--- config.mk ---
export PLATFORM = sky130hd
export DESIGN_NAME = i2cee_fifo
export DESIGN_NICKNAME = d
export VERILOG_FILES = /design/src/i2cee_pkg.sv /design/src/i2cee_fifo.sv
export SDC_FILE = /design/constraint.sdc
export NUM_CORES = 1
export LEC_CHECK = 0
export BUFFER_PORTS_ARGS = -buffer_cell sky130_fd_sc_hd__buf_2
export CORE_UTILIZATION = 58
export CTS_BUF_LIST = sky130_fd_sc_hd__clkbuf_2
export CTS_CLUSTER_SIZE = 14
export DETAILED_ROUTE_END_ITERATION = 12
export GPL_ROUTABILITY_DRIVEN = 0
export GPL_TIMING_DRIVEN = 0
export MAX_ROUTING_LAYER = met4
export PLACE_DENSITY = 0.95
export SYNTH_ARGS = -nofsm -noshare
export SYNTH_HDL_FRONTEND = slang
export SYNTH_SLANG_ARGS = --single-unit
--- constraint.sdc ---
create_clock -name clk_i -period 4.1 [get_ports clk_i]
set_input_delay 0.41 -clock clk_i [delete_from_list [all_inputs] [get_ports clk_i]]
set_output_delay 0.41 -clock clk_i [all_outputs]
set_load 0.05 [all_outputs]
--- src/i2cee_pkg.sv ---
// Shared types and constants of the I2C EEPROM slave with write lock.
// Used by the front end, queue, back end and top level.
package i2cee_pkg;

  localparam int unsigned STORE_BYTES_DEF = 1024;
  localparam int unsigned QUEUE_DEPTH     = 2;
  localparam int unsigned ADDR_VAL_W      = 16;

  localparam logic [1:0] CMD_START = 2'd0;
  localparam logic [1:0] CMD_WRITE = 2'd1;
  localparam logic [1:0] CMD_READ  = 2'd2;
  localparam logic [1:0] CMD_CODE  = 2'd3;

  localparam logic [7:0] CHAR_L = 8'h4C;
  localparam logic [7:0] CHAR_C = 8'h43;
  localparam logic [7:0] CHAR_O = 8'h4F;
  localparam logic [7:0] CHAR_K = 8'h4B;

  typedef enum logic [2:0] {
    OP_ARM      = 3'd0,
    OP_HIGH     = 3'd1,
    OP_SETPTR   = 3'd2,
    OP_WRITE    = 3'd3,
    OP_READ     = 3'd4,
    OP_READ_SET = 3'd5,
    OP_CODE     = 3'd6
  } op_e;

  typedef enum logic [2:0] {
    PH_NONE = 3'b001,
    PH_HIGH = 3'b010,
    PH_LOW  = 3'b100
  } phase_e;

  typedef enum logic [1:0] {
    PEND_NONE = 2'd0,
    PEND_L    = 2'd1,
    PEND_C    = 2'd2
  } pend_e;

  typedef enum logic [4:0] {
    S_CLEAR = 5'b00001,
    S_IDLE  = 5'b00010,
    S_MOD   = 5'b00100,
    S_RDA   = 5'b01000,
    S_RD    = 5'b10000
  } bstate_e;

  typedef struct packed {
    op_e        op;
    logic [7:0] data;
    logic [7:0] high;
  } item_t;

  typedef struct packed {
    logic       done;
    logic [7:0] read_data;
    logic       locked;
    logic       stored;
  } result_t;

endpackage

--- src/i2cee_fifo.sv ---
// Short queue between the front end and the back end.
// Holds classified items; depends on i2cee_pkg.
module i2cee_fifo (
  input  logic             clk_i,
  input  logic             rst_ni,
  input  logic             push_i,
  input  i2cee_pkg::item_t item_i,
  input  logic             pop_i,
  output i2cee_pkg::item_t item_o,
  output logic             valid_o,
  output logic             full_o
);

  localparam int unsigned IW = (i2cee_pkg::QUEUE_DEPTH > 1) ?
                               $clog2(i2cee_pkg::QUEUE_DEPTH) : 1;
  localparam int unsigned CW = $clog2(i2cee_pkg::QUEUE_DEPTH + 1);
  localparam logic [IW-1:0] LAST_IDX = IW'(i2cee_pkg::QUEUE_DEPTH - 1);
  localparam logic [CW-1:0] DEPTH_C  = CW'(i2cee_pkg::QUEUE_DEPTH);

  i2cee_pkg::item_t entry_q [i2cee_pkg::QUEUE_DEPTH];
  logic [IW-1:0]    wp_q, rp_q;
  logic [CW-1:0]    cnt_q;

  assign item_o  = entry_q[rp_q];
  assign valid_o = (cnt_q != '0);
  assign full_o  = (cnt_q == DEPTH_C);

  always_ff @(posedge clk_i) begin
    if (push_i) begin
      entry_q[wp_q] <= item_i;
    end
  end

  always_ff @(posedge clk_i or negedge rst_ni) begin
    if (!rst_ni) begin
      wp_q  <= '0;
      rp_q  <= '0;
      cnt_q <= '0;
    end else begin
      if (push_i) begin
        wp_q <= (wp_q == LAST_IDX) ? '0 : wp_q + IW'(1);
      end
      if (pop_i) begin
        rp_q <= (rp_q == LAST_IDX) ? '0 : rp_q + IW'(1);
      end
      if (push_i && !pop_i) begin
        cnt_q <= cnt_q + CW'(1);
      end else if (pop_i && !push_i) begin
        cnt_q <= cnt_q - CW'(1);
      end
    end
  end

endmodule

==> run_results.csv, run 1 <==
group,metric,value,unit
detailed_routing,finalWirelength,2.356,mm
setup_path,crit_required,3.69,ns
timing,final-max-slew-violation-count,0,
floorplanning,boundaryPins,44,
floorplanning,die_x,55.18,um
logic_synthesis,synth_warnings,0,
setup_path,critPathArrivalTime,1.49,ns
timing,fin_tns_setup,0,ns
timing,worst_slew_pin_slew,0.9683,ns
grt,antenna_found_initial,0,
clock_tree,cts_buffer_depth,2,
logic_synthesis,synth_top_area_share,69.57,%
clock_tree,path_clk_slew,0.18,ns
cells_and_area,seqCellArea,1241,sq um
logic_synthesis,synth_top_family_by_area,"multiplexers",
cells_and_area,fillCellCount,172,
setup_path,critPathLaunchType,"register",
place,dp_hpwl,1.698,mm
clock_tree,post-cts-setup-buffer-count,0,
clock_tree,cts_inserted_buffers,5,
setup_path,cp_slowest_cell,"dfrtp_1",
clock_tree,htreeDepth,2,
grt,grt_pass1_vias,780,
clock_tree,cts_root_buf,"clkbuf_2",
timing,fmax,0.5257,GHz
timing,timing.slew.headroom,35.15,%
detailed_routing,viasPerCell,4.981,
timing,fin_crit,1.902,ns
cells_and_area,syn2layout_area_growth,18.38,%
setup_path,worstSetupEndpointType,"output pin",
setup_path,crit_buf_inv,2,
cells_and_area,final_common_cell,"buf_2",
logic_synthesis,synthesis.nets,99,
timing,fin_ws,2.198,ns
place,place_worst_setup_slack,2.369,ns
cells_and_area,multi_input_area,375.4,sq um
logic_synthesis,ys_seq_area_share,75.67,%
grt,use_met3,5.738,%
clock_tree,cts_tree,"yes",
pwr,p_leak,0.8186,nW
setup_path,slowest_delay,0.42,ns
setup_path,crit_path_max_fanout,10,
detailed_routing,drcViolationCount,0,
timing,holdWs,0.2224,ns
detailed_routing,via_count,782,
grt,gr-max-usage-layer,"met2",
cells_and_area,final_net_count,150,
logic_synthesis,synthTopCellsByArea,"edfxtp_1 70%, mux2_4 17%, dfrtp_1 6.1%",
setup_path,cp_cell_sequence,"buf_6, mux2_4, buf_2",
cells_and_area,diodes,0,
detailed_routing,drt-initial-drc-count,2,
floorplanning,die_area,3045,sq um
clock_tree,clock_sinks,42,
timing,finalHoldViolCount,0,
logic_synthesis,synth_xor_area_share,2.670,%
outcome,run_status,"completed",
flow_run,maxCapViolCount,0,
floorplanning,start_util,63.89,%
logic_synthesis,avgSynthCellArea,21.87,sq um
floorplanning,die_h,55.18,um
logic_synthesis,synth-simple-area-share,1.907,%
clock_tree,clk_latency,0.36,ns
floorplanning,design.core.area,2567,sq um
detailed_routing,wire_per_inst,15.01,um
floorplanning,num_rows,18,
pwr,power,1.482,mW
grt,met1_usage,18.46,%
detailed_routing,dr.pass1.iters,3,
logic_synthesis,ys_types,13,
grt,gr-usage-met2,32.13,%
grt,grt_pass1_wl,3.484,mm
logic_synthesis,netlist_instances,75,
logic_synthesis,synth_compound_area_share,0,%
place,io_buffer_count,43,
worst_hold_path,min_path_type,"primary input to register",
timing,min_period_over_period,46.40,%
cells_and_area,drive_gt1_share,55.91,%
logic_synthesis,syn_area,1640,sq um
grt,grt_start_max_net_pins,20,
timing,rsz0062_at_grt,"false",
cells_and_area,final_cell_mix,"43 x buf_2, 38 x edfxtp_1, 19 x mux2_4",
setup_path,critPathKind,"register to output pin",
detailed_routing,ant_nets,0,
logic_synthesis,ys_ff_latch,42,
pwr,power_density,763.0,nW/um^2
logic_synthesis,muxShareOfSynthArea,17.39,%
timing,finalSetupViolations,0,
setup_path,critPathTopFamily,"flip-flops",
grt,grt_use_total,18.53,%
grt,grt_overflow,0,
timing,finClkSkew,0.008071,ns
logic_synthesis,synthAdderAreaFrac,0.7628,%
pwr,ir_drop,0.6118,mV
logic_synthesis,synth_top_cell_by_area,"edfxtp_1",
[what timing repair did]
| item | 4_1_cts | 5_1_grt |
|---|---|---|
| resized for setup | 0 | 0 |
| hold buffers | 1 | 0 |
| endpoints found under the hold margin | 4 | 0 |
[cell families after synthesis]
logic type | Yosys count
adders and majority gates | 1
muxes | 19
DFF | 42
xor gates and xnor gates | 5
and+or+nand+nor | 5
buffers and inverters | 3
[layer usage]
metal  wire length (um)  share of wire, %
met1                914                39
met4                 24               1.0
met2               1332                57
met5                  0                 0
met3                 84               3.6
[report_power, final]
group	leakage (nW)	internal, mW	switching [mW]
sequential	0.403	0.574	0.0388
clock	0.0255	0.0366	0.114
combinational	0.390	0.242	0.476
total	0.819	0.852	0.629
[Yosys cell counts]
| cell type | instances |
|---|---|
| xnor2_1 | 1 |
| edfxtp_1 | 38 |
| ha_1 | 1 |
| nor2_1 | 1 |
| buf_6 | 2 |
| and2b_2 | 1 |
| mux2_4 | 19 |
| or2_1 | 1 |
| and2_1 | 1 |
| dfrtp_1 | 4 |
| xor2_1 | 4 |
| inv_1 | 1 |
| nor2b_1 | 1 |
[state kept, by name, indices dropped and copies added (netlist names)]
name and flops:
cnt_q 2, wp_q 1, rp_q 1, entry_q 38
[per-stage QoR]
stage	util (%)	std cells	cell area, sq um
final	75.63	157	1942
after floorplan	-	75	1640
after CTS	75.63	157	1942
after global placement	73.73	148	1893
after global routing	75.63	157	1942
after detailed placement	73.83	148	1896
[final timing paths]
check,from,to,slack [ns],cells after the start
min in group asynchronous,rst_ni,cnt_q[1],0.36,2
min reg2reg,cnt_q[1],cnt_q[1],0.53,1
min,item_i[1],entry_q[1][1],0.22,1
max,rp_q,item_o[5],2.20,3
max in group asynchronous,rst_ni,cnt_q[0],3.62,2
max reg2reg,wp_q,entry_q[0][11],2.52,1
[layout make-up]
type / count / area share [%]
inverter: 1 / 0.1933
multi-input combinational: 30 / 19.33
sequential: 42 / 63.92
buffer: 2 / 1.160
tap: 30 / 1.933
clock buffer: 5 / 1.289
clock inverter: 3 / 0.5799
timing repair buffer: 44 / 11.60
(Power assumes the default switching activity.)
==> inputs of run 2 (changes only) <==
- CORE_UTILIZATION: 58 -> 53
- PLACE_DENSITY: 0.95 -> 0.88
- clock period: 4.1 -> 1.8 ns (I/O delays scaled with it)
==> run_results.csv, run 2 (same netlist as run 1, synthesis figures left out) <==
group,metric,value,unit
setup_path,crit_path_max_fanout,10,
clock_tree,clock_sinks,42,
grt,grt_use_total,19.08,%
timing,holdWs,0.07346,ns
timing,min_period_over_period,94.52,%
setup_path,critPathLaunchType,"register",
cells_and_area,top_register,"entry_q",
setup_path,r2r_start,"wp_q",
place,placed_cells,149,
timing,timing.slew.headroom,32.73,%
detailed_routing,dr.pass1.iters,8,
grt,grt_pass1_wl,4.278,mm
detailed_routing,met2_wirelength,1.520,mm
cells_and_area,fin_cells,179,
setup_path,crit_start,"rp_q",
cells_and_area,postLayoutCoreUtil,77.32,%
setup_path,worstSetupEndpointType,"output pin",
detailed_routing,viasPerCell,5.045,
detailed_routing,via_count,903,
grt,grt_start_max_net_pins,20,
timing,finalHoldViolCount,0,
cells_and_area,final_cell_mix,"43 x buf_2, 38 x edfxtp_1, 22 x dlygate4sd3_1",
clock_tree,cts_tree,"yes",
timing,final-max-slew-violation-count,0,
timing,finalSetupViolations,0,
setup_path,critPathArrivalTime,1.52,ns
clock_tree,ctsResizeCount,0,
floorplanning,boundaryPins,44,
cells_and_area,diodes,0,
detailed_routing,ant_nets,0,
floorplanning,start_util,57.50,%
detailed_routing,drcViolationCount,2,
cells_and_area,final_net_count,171,
detailed_routing,wl_met3,123,um
floorplanning,die_area,3321,sq um
pwr,ir_drop,1.132,mV
clock_tree,path_clk_slew,0.21,ns
pwr,power_density,1693,nW/um^2
detailed_routing,wl_met1,1.035,mm
cells_and_area,syn2layout_area_growth,34.48,%
place,io_buffer_count,43,
floorplanning,design.core.area,2853,sq um
cells_and_area,largest_reg_flops,38,
timing,rsz0062_at_grt,"false",
clock_tree,cts_inserted_buffers,5,
grt,grt_overflow,0,
flow_run,maxCapViolCount,0,
setup_path,cp_slowest_cell,"dfrtp_1",
floorplanning,die_x,57.63,um
floorplanning,num_rows,19,
worst_hold_path,min_path_type,"primary input to async pin",
floorplanning,die_h,57.63,um
setup_path,slowest_delay,0.42,ns
pwr,p_leak,0.9315,nW
timing,worst_slew_pin_slew,1.005,ns
outcome,violations,"design-rule violations",
cells_and_area,final_common_cell,"buf_2",
place,dp_hpwl,1.684,mm
timing,finClkSkew,0.01575,ns
cells_and_area,top_regs,"entry_q x38, cnt_q x2",
timing,fmax,0.5877,GHz
setup_path,worstReg2RegEnd,"entry_q[0][0]",
setup_path,critPathKind,"register to output pin",
detailed_routing,finalWirelength,2.720,mm
setup_path,crit_required,1.62,ns
grt,grt_pass1_vias,959,
clock_tree,clk_latency,0.40,ns
setup_path,cp_cell_sequence,"buf_6, mux2_4, buf_2",
setup_path,reg2reg_slack,0.19,ns
cells_and_area,drive_gt1_share,49.32,%
detailed_routing,wire_per_inst,15.20,um
timing,fin_crit,1.701,ns
timing,fin_tns_setup,0,ns
outcome,run_status,"finished, violations left",
clock_tree,cts_root_buf,"clkbuf_2",
detailed_routing,top_layer,"met4",
setup_path,cp-endpoint,"item_o[0]",
clock_tree,htreeDepth,2,
timing,fin_ws,0.09858,ns
place,place_worst_setup_slack,0.1946,ns
clock_tree,cts_buffer_depth,2,
setup_path,rr_worst_depth,1,
detailed_routing,drt-initial-drc-count,26,
grt,antenna_found_initial,0,
## run 2: cell count changes in the layout (fill, tap and decap cells not counted), sizes merged
cell,change
bufinv,+2
dlygate4sd3,+21
clkinv,-2
## run 2: cell type report
class,count,area [sq um]
plain buffers,2,22.52
clock buffers,5,25.02
clock inverters,3,63.81
fillers,183,646.9
inverters,1,3.754
multi-input cells,30,375.4
flip-flops and latches,42,1241
well taps,31,38.79
repair buffers,65,435.4
## run 2: report_power, final
group,total [mW],leakage (nW),internal (mW),switching [mW]
clock,0.667,0.0506,0.370,0.297
combinational,1.67,0.478,0.581,1.09
sequential,1.39,0.403,1.31,0.0858
## run 2: layer usage
metal	GRT usage, %	vias up
met3	7.589	6
li1	-	427
met1	19.25	444
met5	-	-
met4	6.272	0
met2	33.55	26
## run 2: worst min-delay path by stage
stage / start / to / slack, ns
floorplan: rst_ni / cnt_q[0] / -0.12
detailed placement: rst_ni / cnt_q[0] / -0.007
CTS: rst_ni / cnt_q[1] / 0.06
global placement: rst_ni / cnt_q[1] / -0.02
finish: rst_ni / cnt_q[1] / 0.07
global route: rst_ni / wp_q / 0.04
## run 2: critical path: cells and delay by family, from the launching register on
kind / cells / cell delay (ns)
DFF: 1 / 0.42
buffers and inverters: 2 / 0.40
muxes: 1 / 0.31
## run 2: what timing repair did
action                    in CTS  in global routing
hold endpoints to repair      44                  0
hold buffers                  22                  0
setup buffers                  0                  0
## run 2: per-stage QoR
step / cell area [sq um] / power, mW
3_5_place_dp: 1897 / 3.072
4_1_cts: 2206 / 3.762
3_3_place_gp: 1894 / 3.019
5_1_grt: 2206 / 3.875
2_1_floorplan: 1640 / 2.771
6_report: 2206 / 3.734
