## config.mk

```make
export PLATFORM = sky130hd
export DESIGN_NAME = i2cee_front
export DESIGN_NICKNAME = d
export VERILOG_FILES = /design/src/i2cee_pkg.sv /design/src/i2cee_front.sv
export SDC_FILE = /design/constraint.sdc
export NUM_CORES = 1
export LEC_CHECK = 0
export BUFFER_PORTS_ARGS = -buffer_cell sky130_fd_sc_hd__buf_2
export CAP_MARGIN = 20
export CELL_PAD_IN_SITES_DETAIL_PLACEMENT = 1
export CELL_PAD_IN_SITES_GLOBAL_PLACEMENT = 1
export CORE_MARGIN = 4
export CORE_UTILIZATION = 34
export DETAILED_ROUTE_END_ITERATION = 8
export PLACE_DENSITY_LB_ADDON = 0.1
export SLEW_MARGIN = 5
export SYNTH_ARGS = -nofsm -noshare
export SYNTH_HDL_FRONTEND = slang
export SYNTH_SLANG_ARGS = --single-unit
```

## constraint.sdc

```tcl
create_clock -name clk_i -period 3.1 [get_ports clk_i]
set_input_delay 0.62 -clock clk_i [delete_from_list [all_inputs] [get_ports clk_i]]
set_output_delay 0.62 -clock clk_i [all_outputs]
set_load 0.01 [all_outputs]
```

## src/i2cee_pkg.sv

```systemverilog
// Shared types and constants of the I2C EEPROM slave with write lock.
// Used by the front end, queue, back end and top level.
package i2cee_pkg;

  localparam int unsigned STORE_BYTES_DEF = 1024;
  localparam int unsigned QUEUE_DEPTH     = 2;
  localparam int unsigned ADDR_VAL_W      = 16;

  localparam logic [1:0] CMD_START = 2'd0;
  localparam logic [1:0] CMD_WRITE = 2'd1;
  localparam logic [1:0] CMD_READ  = 2'd2;
  localparam logic [1:0] CMD_CODE  = 2'd3;

  localparam logic [7:0] CHAR_L = 8'h4C;
  localparam logic [7:0] CHAR_C = 8'h43;
  localparam logic [7:0] CHAR_O = 8'h4F;
  localparam logic [7:0] CHAR_K = 8'h4B;

  typedef enum logic [2:0] {
    OP_ARM      = 3'd0,
    OP_HIGH     = 3'd1,
    OP_SETPTR   = 3'd2,
    OP_WRITE    = 3'd3,
    OP_READ     = 3'd4,
    OP_READ_SET = 3'd5,
    OP_CODE     = 3'd6
  } op_e;

  typedef enum logic [2:0] {
    PH_NONE = 3'b001,
    PH_HIGH = 3'b010,
    PH_LOW  = 3'b100
  } phase_e;

  typedef enum logic [1:0] {
    PEND_NONE = 2'd0,
    PEND_L    = 2'd1,
    PEND_C    = 2'd2
  } pend_e;

  typedef enum logic [4:0] {
    S_CLEAR = 5'b00001,
    S_IDLE  = 5'b00010,
    S_MOD   = 5'b00100,
    S_RDA   = 5'b01000,
    S_RD    = 5'b10000
  } bstate_e;

  typedef struct packed {
    op_e        op;
    logic [7:0] data;
    logic [7:0] high;
  } item_t;

  typedef struct packed {
    logic       done;
    logic [7:0] read_data;
    logic       locked;
    logic       stored;
  } result_t;

endpackage

```

## src/i2cee_front.sv

```systemverilog
// Front end: accepts bus events and classifies them into store operations.
// Tracks the address capture phase; depends on i2cee_pkg.
module i2cee_front (
  input  logic               clk_i,
  input  logic               rst_ni,
  input  logic               start,
  output logic               busy,
  input  logic [1:0]         cmd_i,
  input  logic [7:0]         data_i,
  input  logic               full_i,
  input  logic               clearing_i,
  output logic               push_o,
  output i2cee_pkg::item_t   item_o
);

  i2cee_pkg::phase_e phase_q, phase_d;
  logic [7:0]        high_q, high_d;

  assign busy   = full_i | clearing_i;
  assign push_o = start & ~busy;

  always_comb begin
    phase_d     = phase_q;
    high_d      = high_q;
    item_o.data = data_i;
    item_o.high = high_q;
    item_o.op   = i2cee_pkg::OP_CODE;
    unique case (cmd_i)
      i2cee_pkg::CMD_START: begin
        item_o.op = i2cee_pkg::OP_ARM;
        phase_d   = i2cee_pkg::PH_HIGH;
      end
      i2cee_pkg::CMD_WRITE: begin
        priority if (phase_q == i2cee_pkg::PH_HIGH) begin
          item_o.op = i2cee_pkg::OP_HIGH;
          high_d    = data_i;
          phase_d   = i2cee_pkg::PH_LOW;
        end else if (phase_q == i2cee_pkg::PH_LOW) begin
          item_o.op = i2cee_pkg::OP_SETPTR;
          phase_d   = i2cee_pkg::PH_NONE;
        end else begin
          item_o.op = i2cee_pkg::OP_WRITE;
        end
      end
      i2cee_pkg::CMD_READ: begin
        // A read after only the high address byte loads the pointer from it.
        if (phase_q == i2cee_pkg::PH_LOW) begin
          item_o.op = i2cee_pkg::OP_READ_SET;
          phase_d   = i2cee_pkg::PH_NONE;
        end else begin
          item_o.op = i2cee_pkg::OP_READ;
        end
      end
      i2cee_pkg::CMD_CODE: begin
        item_o.op = i2cee_pkg::OP_CODE;
      end
    endcase
  end

  always_ff @(posedge clk_i or negedge rst_ni) begin
    if (!rst_ni) begin
      phase_q <= i2cee_pkg::PH_NONE;
      high_q  <= 8'h00;
    end else if (push_o) begin
      phase_q <= phase_d;
      high_q  <= high_d;
    end
  end

endmodule

```

==> results of run 1 <==
registers in the layout, indices dropped and copies added, names as in the netlist:
register and flops:
high_q 8, phase_q 3
placed cells by master (no fill, tap or decap):
cell type	netlist	layout
o22ai_1	1	1
o31a_1	1	1
mux2i_1	1	1
inv_1	5	5
dfstp_2	1	1
ha_1	5	5
clkbuf_4	0	3
a211oi_1	1	1
or2_2	1	1
o21a_1	1	1
or4_4	1	1
o22a_1	1	1
dfrtp_1	10	10
a21oi_1	1	1
or3b_1	1	1
or4b_2	1	1
mux2_4	8	8
clkbuf_1	1	1
buf_2	0	35
nand2_1	1	1
nor3b_1	2	2
nor2_1	5	5
o21ai_0	3	3
per-layer routing:
layer,track usage (%),vias up,part of all wire (%)
met1,16.3,248,46
met3,4.23,0,8.0
met2,20.0,18,46
met5,0,-,0
li1,-,255,-
met4,2.55,0,0
worst min-delay path by stage:
stage	slack, ps	depth (start not counted)	to
floorplan	320	0	high_q[0]
global placement	490	1	high_q[4]
detailed placement	490	1	high_q[2]
CTS	210	1	high_q[7]
global route	200	1	high_q[0]
finish	210	1	high_q[7]
layout make-up:
cell class,instances,area [sq um],share of cell area [%]
clock buffer,4,26.3,3.07
inverter,5,18.8,2.19
multi-input combinational,35,325,38.0
sequential,11,277,32.3
tap,27,33.8,3.95
timing repair buffer,35,175,20.5
kinds of logic (layout without fill, tap and decap cells):
group | Yosys count | in the layout | synth area share, %
buffers and inverters | 15 | 44 | 13.5
AND/OR/NAND/NOR | 12 | 12 | 10.6
flip-flops | 11 | 11 | 39.7
AO/OA/AOI/OAI | 9 | 9 | 8.45
multiplexers | 9 | 9 | 18.7
adder cells (fa/ha/maj) | 5 | 5 | 8.99
where the power goes:
| part | internal [mW] | switching (mW) | total (mW) |
|---|---|---|---|
| combinational | 0.119 | 0.0900 | 0.209 |
| sequential | 0.202 | 0.0382 | 0.240 |
| clock | 0.0497 | 0.0426 | 0.0923 |
| total | 0.371 | 0.171 | 0.541 |
metrics by stage:
stage	setup WS [ps]	utilization (%)
floorplan	1060	-
global placement	864	42.3
detailed placement	820	42.3
CTS	1010	43.6
global route	890	43.6
finish	1020	43.6
cell usage after synthesis (2+ instances only):
master / instances
buf_4: 8
dfrtp_1: 10
ha_1: 5
inv_1: 5
mux2_4: 8
nor2_1: 5
nor3b_1: 2
o21ai_0: 3
worst register-to-register path, stage by stage, from the launching register on:
cell and delay [ps]:
dfrtp_1 410, or3b_1 440, or4_4 610, mux2_4 340
==> metrics.csv, run 1 <==
stage,metric,value,unit
run_status,status,finished clean,
pwr,Max IR drop VDD,467,uV
clock_network,"Reg clk slew, reported paths",60,ps
sta,RSZ-0062 raised after global routing,false,
clock_network,cts hold-fix bufs,0,
cells_and_area,Nets,111,
place,post-DP HPWL,1170,um
sta,count of pins over their slew limit,0,
setup_path,Worst path max stage delay,440,ps
clock_network,Resize count post-CTS,0,
routing,Iter 0 DRT Violations,0,
sta,Peak Freq,480,MHz
clock_network,Worst-Skew Late Latency,260,ps
synthesis,"area leader, netlist",dfrtp_1,
cells_and_area,layout cells sized above 1,55.6,%
global_route,number of global-route vias before repair,564,
floorplan,die width,53.2,um
setup_path,CP max FO,5,
cells_and_area,area delta synth->final,23.0,%
setup_path,crit path buf inv count,1,
place,port bufs,35,
pwr,Power Total,0.541,mW
synthesis,"FF+latch count, synth",11,
setup_path,register-to-register setup slack,1190,ps
sta,Final Cycle Share,67.2,%
floorplan,die footprint,2830,sq um
cells_and_area,Layout Cells excl Fill,117,
cells_and_area,ANT cells,0,
synthesis,Yosys warnings,0,
synthesis,sequential share of the synthesized area,39.7,%
hold_path,Hold Path Class,in -> async,
cells_and_area,post-route design area,856,sq um
setup_path,"delay-heaviest family, CP",simple AND/OR/NAND/NOR gates,
sta,worst rel slew slack,81.6,%
global_route,antenna violations before repair,0,
setup_path,crit path capture,item_o[17],
setup_path,Startpoint Class,flop,
floorplan,Rows,16,
clock_network,CTS Buffer Depth,2,
routing,final WL,1460,um
floorplan,io pins,36,
cells_and_area,Fill cells,242,
clock_network,clk sinks,11,
floorplan,Core Region,1960,sq um
synthesis,mapped cell area,696,sq um
synthesis,Synth cell types,23,
setup_path,Crit. path cell count,4,
clock_network,TritonCTS Buffers,3,
clock_network,CTS Root Cell,clkbuf_4,
sta,Finish-stage setup viols,0,
floorplan,starting density of the core,35.5,%
sta,Tmin final,2080,ps
setup_path,crit path launch,phase_q[2],
place,Area after DPL,830,sq um
clock_network,CTS tree,built,
sta,Clock Skew,0.276,ps
routing,via count,521,
synthesis,Post-synth top flop,dfrtp_1,
sta,sum of negative setup slack,0,ps
place,placed cells,113,
setup_path,Setup Crit Path Kind,reg -> out,
sta,"Hold Vio Cnt, Final",0,
clock_network,post-CTS setup buffer count,0,
synthesis,number of synthesized flops with an enable pin,0,
setup_path,Crit path required time,2480,ps
synthesis,Synth top area share,36.0,%
floorplan,chip height,53.2,um
setup_path,"Data arrival, critical path",1460,ps
pwr,pwr dens,632,nW/um^2
setup_path,slowest CP cell,or3b_1,
setup_path,CP cell instances,or3b_1 > a21oi_1 > nor2_1 > buf_2,
setup_path,startpoint of the worst register-to-register path,phase_q[2],
synthesis,share of flip-flops with an asynchronous set or reset,100,%
synthesis,cell count after synthesis,61,
sta,hold_ws,210,ps
routing,routed vias/inst,4.45,
clock_network,H-tree levels,1,
synthesis,synthesized area per cell,11.4,sq um
pwr,LEAKAGE,0.481,nW
setup_path,reg2reg path depth,3,
global_route,pin count of the biggest net entering global routing,12,
routing,ANT nets after route,0,
routing,drc violations,0,
global_route,first-pass GRT wire length,2620,um
flow_run,Max Cap Viol,0,
place,RePlAce Congestion,0.739,
setup_path,CP endpoint kind,output pin,
routing,WL/cell,12.5,um
routing,TritonRoute pass-1 iters,1,
setup_path,r2r endpoint,high_q[7],
global_route,Tot GR Track Use,12.5,%
synthesis,Synth area leaders,"dfrtp_1 (36%), mux2_4 (17%), ha_1 (9.0%), buf_4 (8.6%), dfstp_2 (3.8%)",
sta,worst slew pin tran,276,ps
global_route,Overflow after GRT,0,
synthesis,syn_nets,81,
No activity file was read; power rests on OpenSTA's default activity.
==> inputs of run 2 (changes only) <==
CORE_UTILIZATION = 32   (was 34)
clock period = 2.14 ns   (was 3.1 ns; I/O delays follow)
==> run 2 against run 1 <==
First-iteration DRC count increased by 1. Cell count increased by 0.85%. Largest cell class unchanged. Routed wire length down 2.5%. Largest power group unchanged. Register-to-register slack worse by 980 ps. Flip-flop and latch count unchanged. Global-route usage shrank 2.1 points.
==> metrics.csv, run 2 (synthesized netlist as in run 1, its figures left out) <==
stage,metric,value,unit
run_status,status,finished clean,
clock_network,"Reg clk slew, reported paths",70,ps
sta,Final Cycle Share,90.1,%
global_route,first-pass GRT wire length,2200,um
floorplan,chip height,54.6,um
clock_network,cts hold-fix bufs,0,
setup_path,CP max FO,8,
clock_network,clk sinks,11,
global_route,pin count of the biggest net entering global routing,12,
clock_network,CTS Root Cell,clkbuf_4,
sta,Tmin final,1930,ps
routing,final WL,1420,um
flow_run,Max Cap Viol,0,
sta,RSZ-0062 raised after global routing,false,
cells_and_area,top flop regs,"high_q x8, phase_q x3",
cells_and_area,Multi-input gate area,325,sq um
sta,sum of negative setup slack,0,ps
cells_and_area,FF+latch area,277,sq um
sta,Peak Freq,518,MHz
cells_and_area,max FFs per register,8,
sta,worst rel slew slack,82.3,%
setup_path,slowest CP cell,or4_4,
routing,via count,545,
setup_path,Startpoint Class,flop,
pwr,Max IR drop VDD,497,uV
hold_path,Hold Path Class,in -> async,
floorplan,Rows,16,
routing,routed vias/inst,4.62,
routing,ANT nets after route,0,
sta,worst slew pin tran,264,ps
cells_and_area,most frequent cells in the layout,"buf_2 (35), dfrtp_1 (10), mux2_4 (8)",
global_route,Tot GR Track Use,10.4,%
sta,Finish-stage setup viols,0,
clock_network,Worst-Skew Late Latency,260,ps
setup_path,r2r endpoint,high_q[1],
floorplan,io pins,36,
setup_path,Worst path max stage delay,610,ps
floorplan,starting density of the core,34.4,%
clock_network,CTS Buffer Depth,2,
setup_path,register-to-register setup slack,210,ps
cells_and_area,area delta synth->final,24.1,%
floorplan,die width,54.6,um
setup_path,"delay-heaviest family, CP",simple AND/OR/NAND/NOR gates,
floorplan,Core Region,2020,sq um
clock_network,Resize count post-CTS,0,
pwr,pwr dens,907,nW/um^2
cells_and_area,Largest Register,high_q,
cells_and_area,layout cells sized above 1,56.0,%
global_route,number of global-route vias before repair,531,
clock_network,TritonCTS Buffers,3,
setup_path,crit path buf inv count,0,
setup_path,CP endpoint kind,flop,
sta,"Hold Vio Cnt, Final",0,
setup_path,Crit. path cell count,3,
place,post-DP HPWL,1220,um
global_route,antenna violations before repair,0,
cells_and_area,Nets,112,
cells_and_area,fin util,42.7,%
clock_network,H-tree levels,1,
setup_path,reg2reg path depth,3,
routing,drc violations,0,
cells_and_area,"commonest non-fill, non-tap cell in the layout",buf_2,
clock_network,post-CTS setup buffer count,0,
sta,Clock Skew,0.908,ps
routing,Iter 0 DRT Violations,1,
setup_path,"Data arrival, critical path",2080,ps
clock_network,CTS tree,built,
place,port bufs,35,
place,RePlAce Congestion,0.807,
floorplan,die footprint,2980,sq um
routing,WL/cell,12.1,um
cells_and_area,Layout Cells excl Fill,118,
setup_path,CP cell instances,or3b_1 > or4_4 > mux2_4,
place,placed cells,114,
setup_path,Setup Crit Path Kind,reg -> reg,
cells_and_area,ANT cells,0,
global_route,Overflow after GRT,0,
pwr,LEAKAGE,0.486,nW
setup_path,crit path capture,high_q[1],
setup_path,crit path launch,phase_q[2],
routing,TritonRoute pass-1 iters,2,
setup_path,startpoint of the worst register-to-register path,phase_q[2],
cells_and_area,Fill cells,243,
sta,hold_ws,17.9,ps
sta,count of pins over their slew limit,0,
setup_path,Crit path required time,2290,ps
==> run 2: cell count changes in the layout (fill, tap and decap cells not counted) <==
cell   delta
buf_4     +1
==> run 2: how the worst min path moves through the flow <==
stage	cells past startpoint	slack [ps]	startpoint	to
floorplan	0	130	rst_ni	high_q[0]
global placement	1	310	rst_ni	high_q[5]
detailed placement	1	300	rst_ni	high_q[5]
CTS	1	20	rst_ni	high_q[0]
global route	1	20	rst_ni	high_q[5]
finish	1	20	rst_ni	phase_q[2]
==> run 2: layout make-up <==
type,count,share of cell area (%)
inverters,5,2.17
repair buffers,36,21.2
clock buffers,4,3.04
flip-flops and latches,11,32.0
well taps,27,3.91
multi-input cells,35,37.7
==> run 2: worst reg2reg max path: stages (launching register included) <==
cell and delay [ps]:
dfrtp_1 410, or3b_1 450, or4_4 610, mux2_4 340
==> run 2: metrics by stage <==
stage / area [sq um] / setup WS (ps) / total power [mW]
finish: 863 / 211 / 0.783
global route: 863 / 166 / 0.840
CTS: 863 / 200 / 0.801
detailed placement: 837 / 165 / 0.656
global placement: 837 / 166 / 0.650
floorplan: 696 / 291 / 0.539
==> run 2: metal layers <==
layer	GRT usage, %	wire [um]
met5	0	0
met4	2.49	0
met3	4.90	86
met2	16.3	680
met1	12.8	657
==> run 2: where the power goes <==
group	leakage (nW)	switching, mW	total (mW)	internal (mW)
logic	0.334	0.129	0.302	0.173
registers	0.138	0.0519	0.344	0.292
clock network	0.0150	0.0644	0.136	0.0720
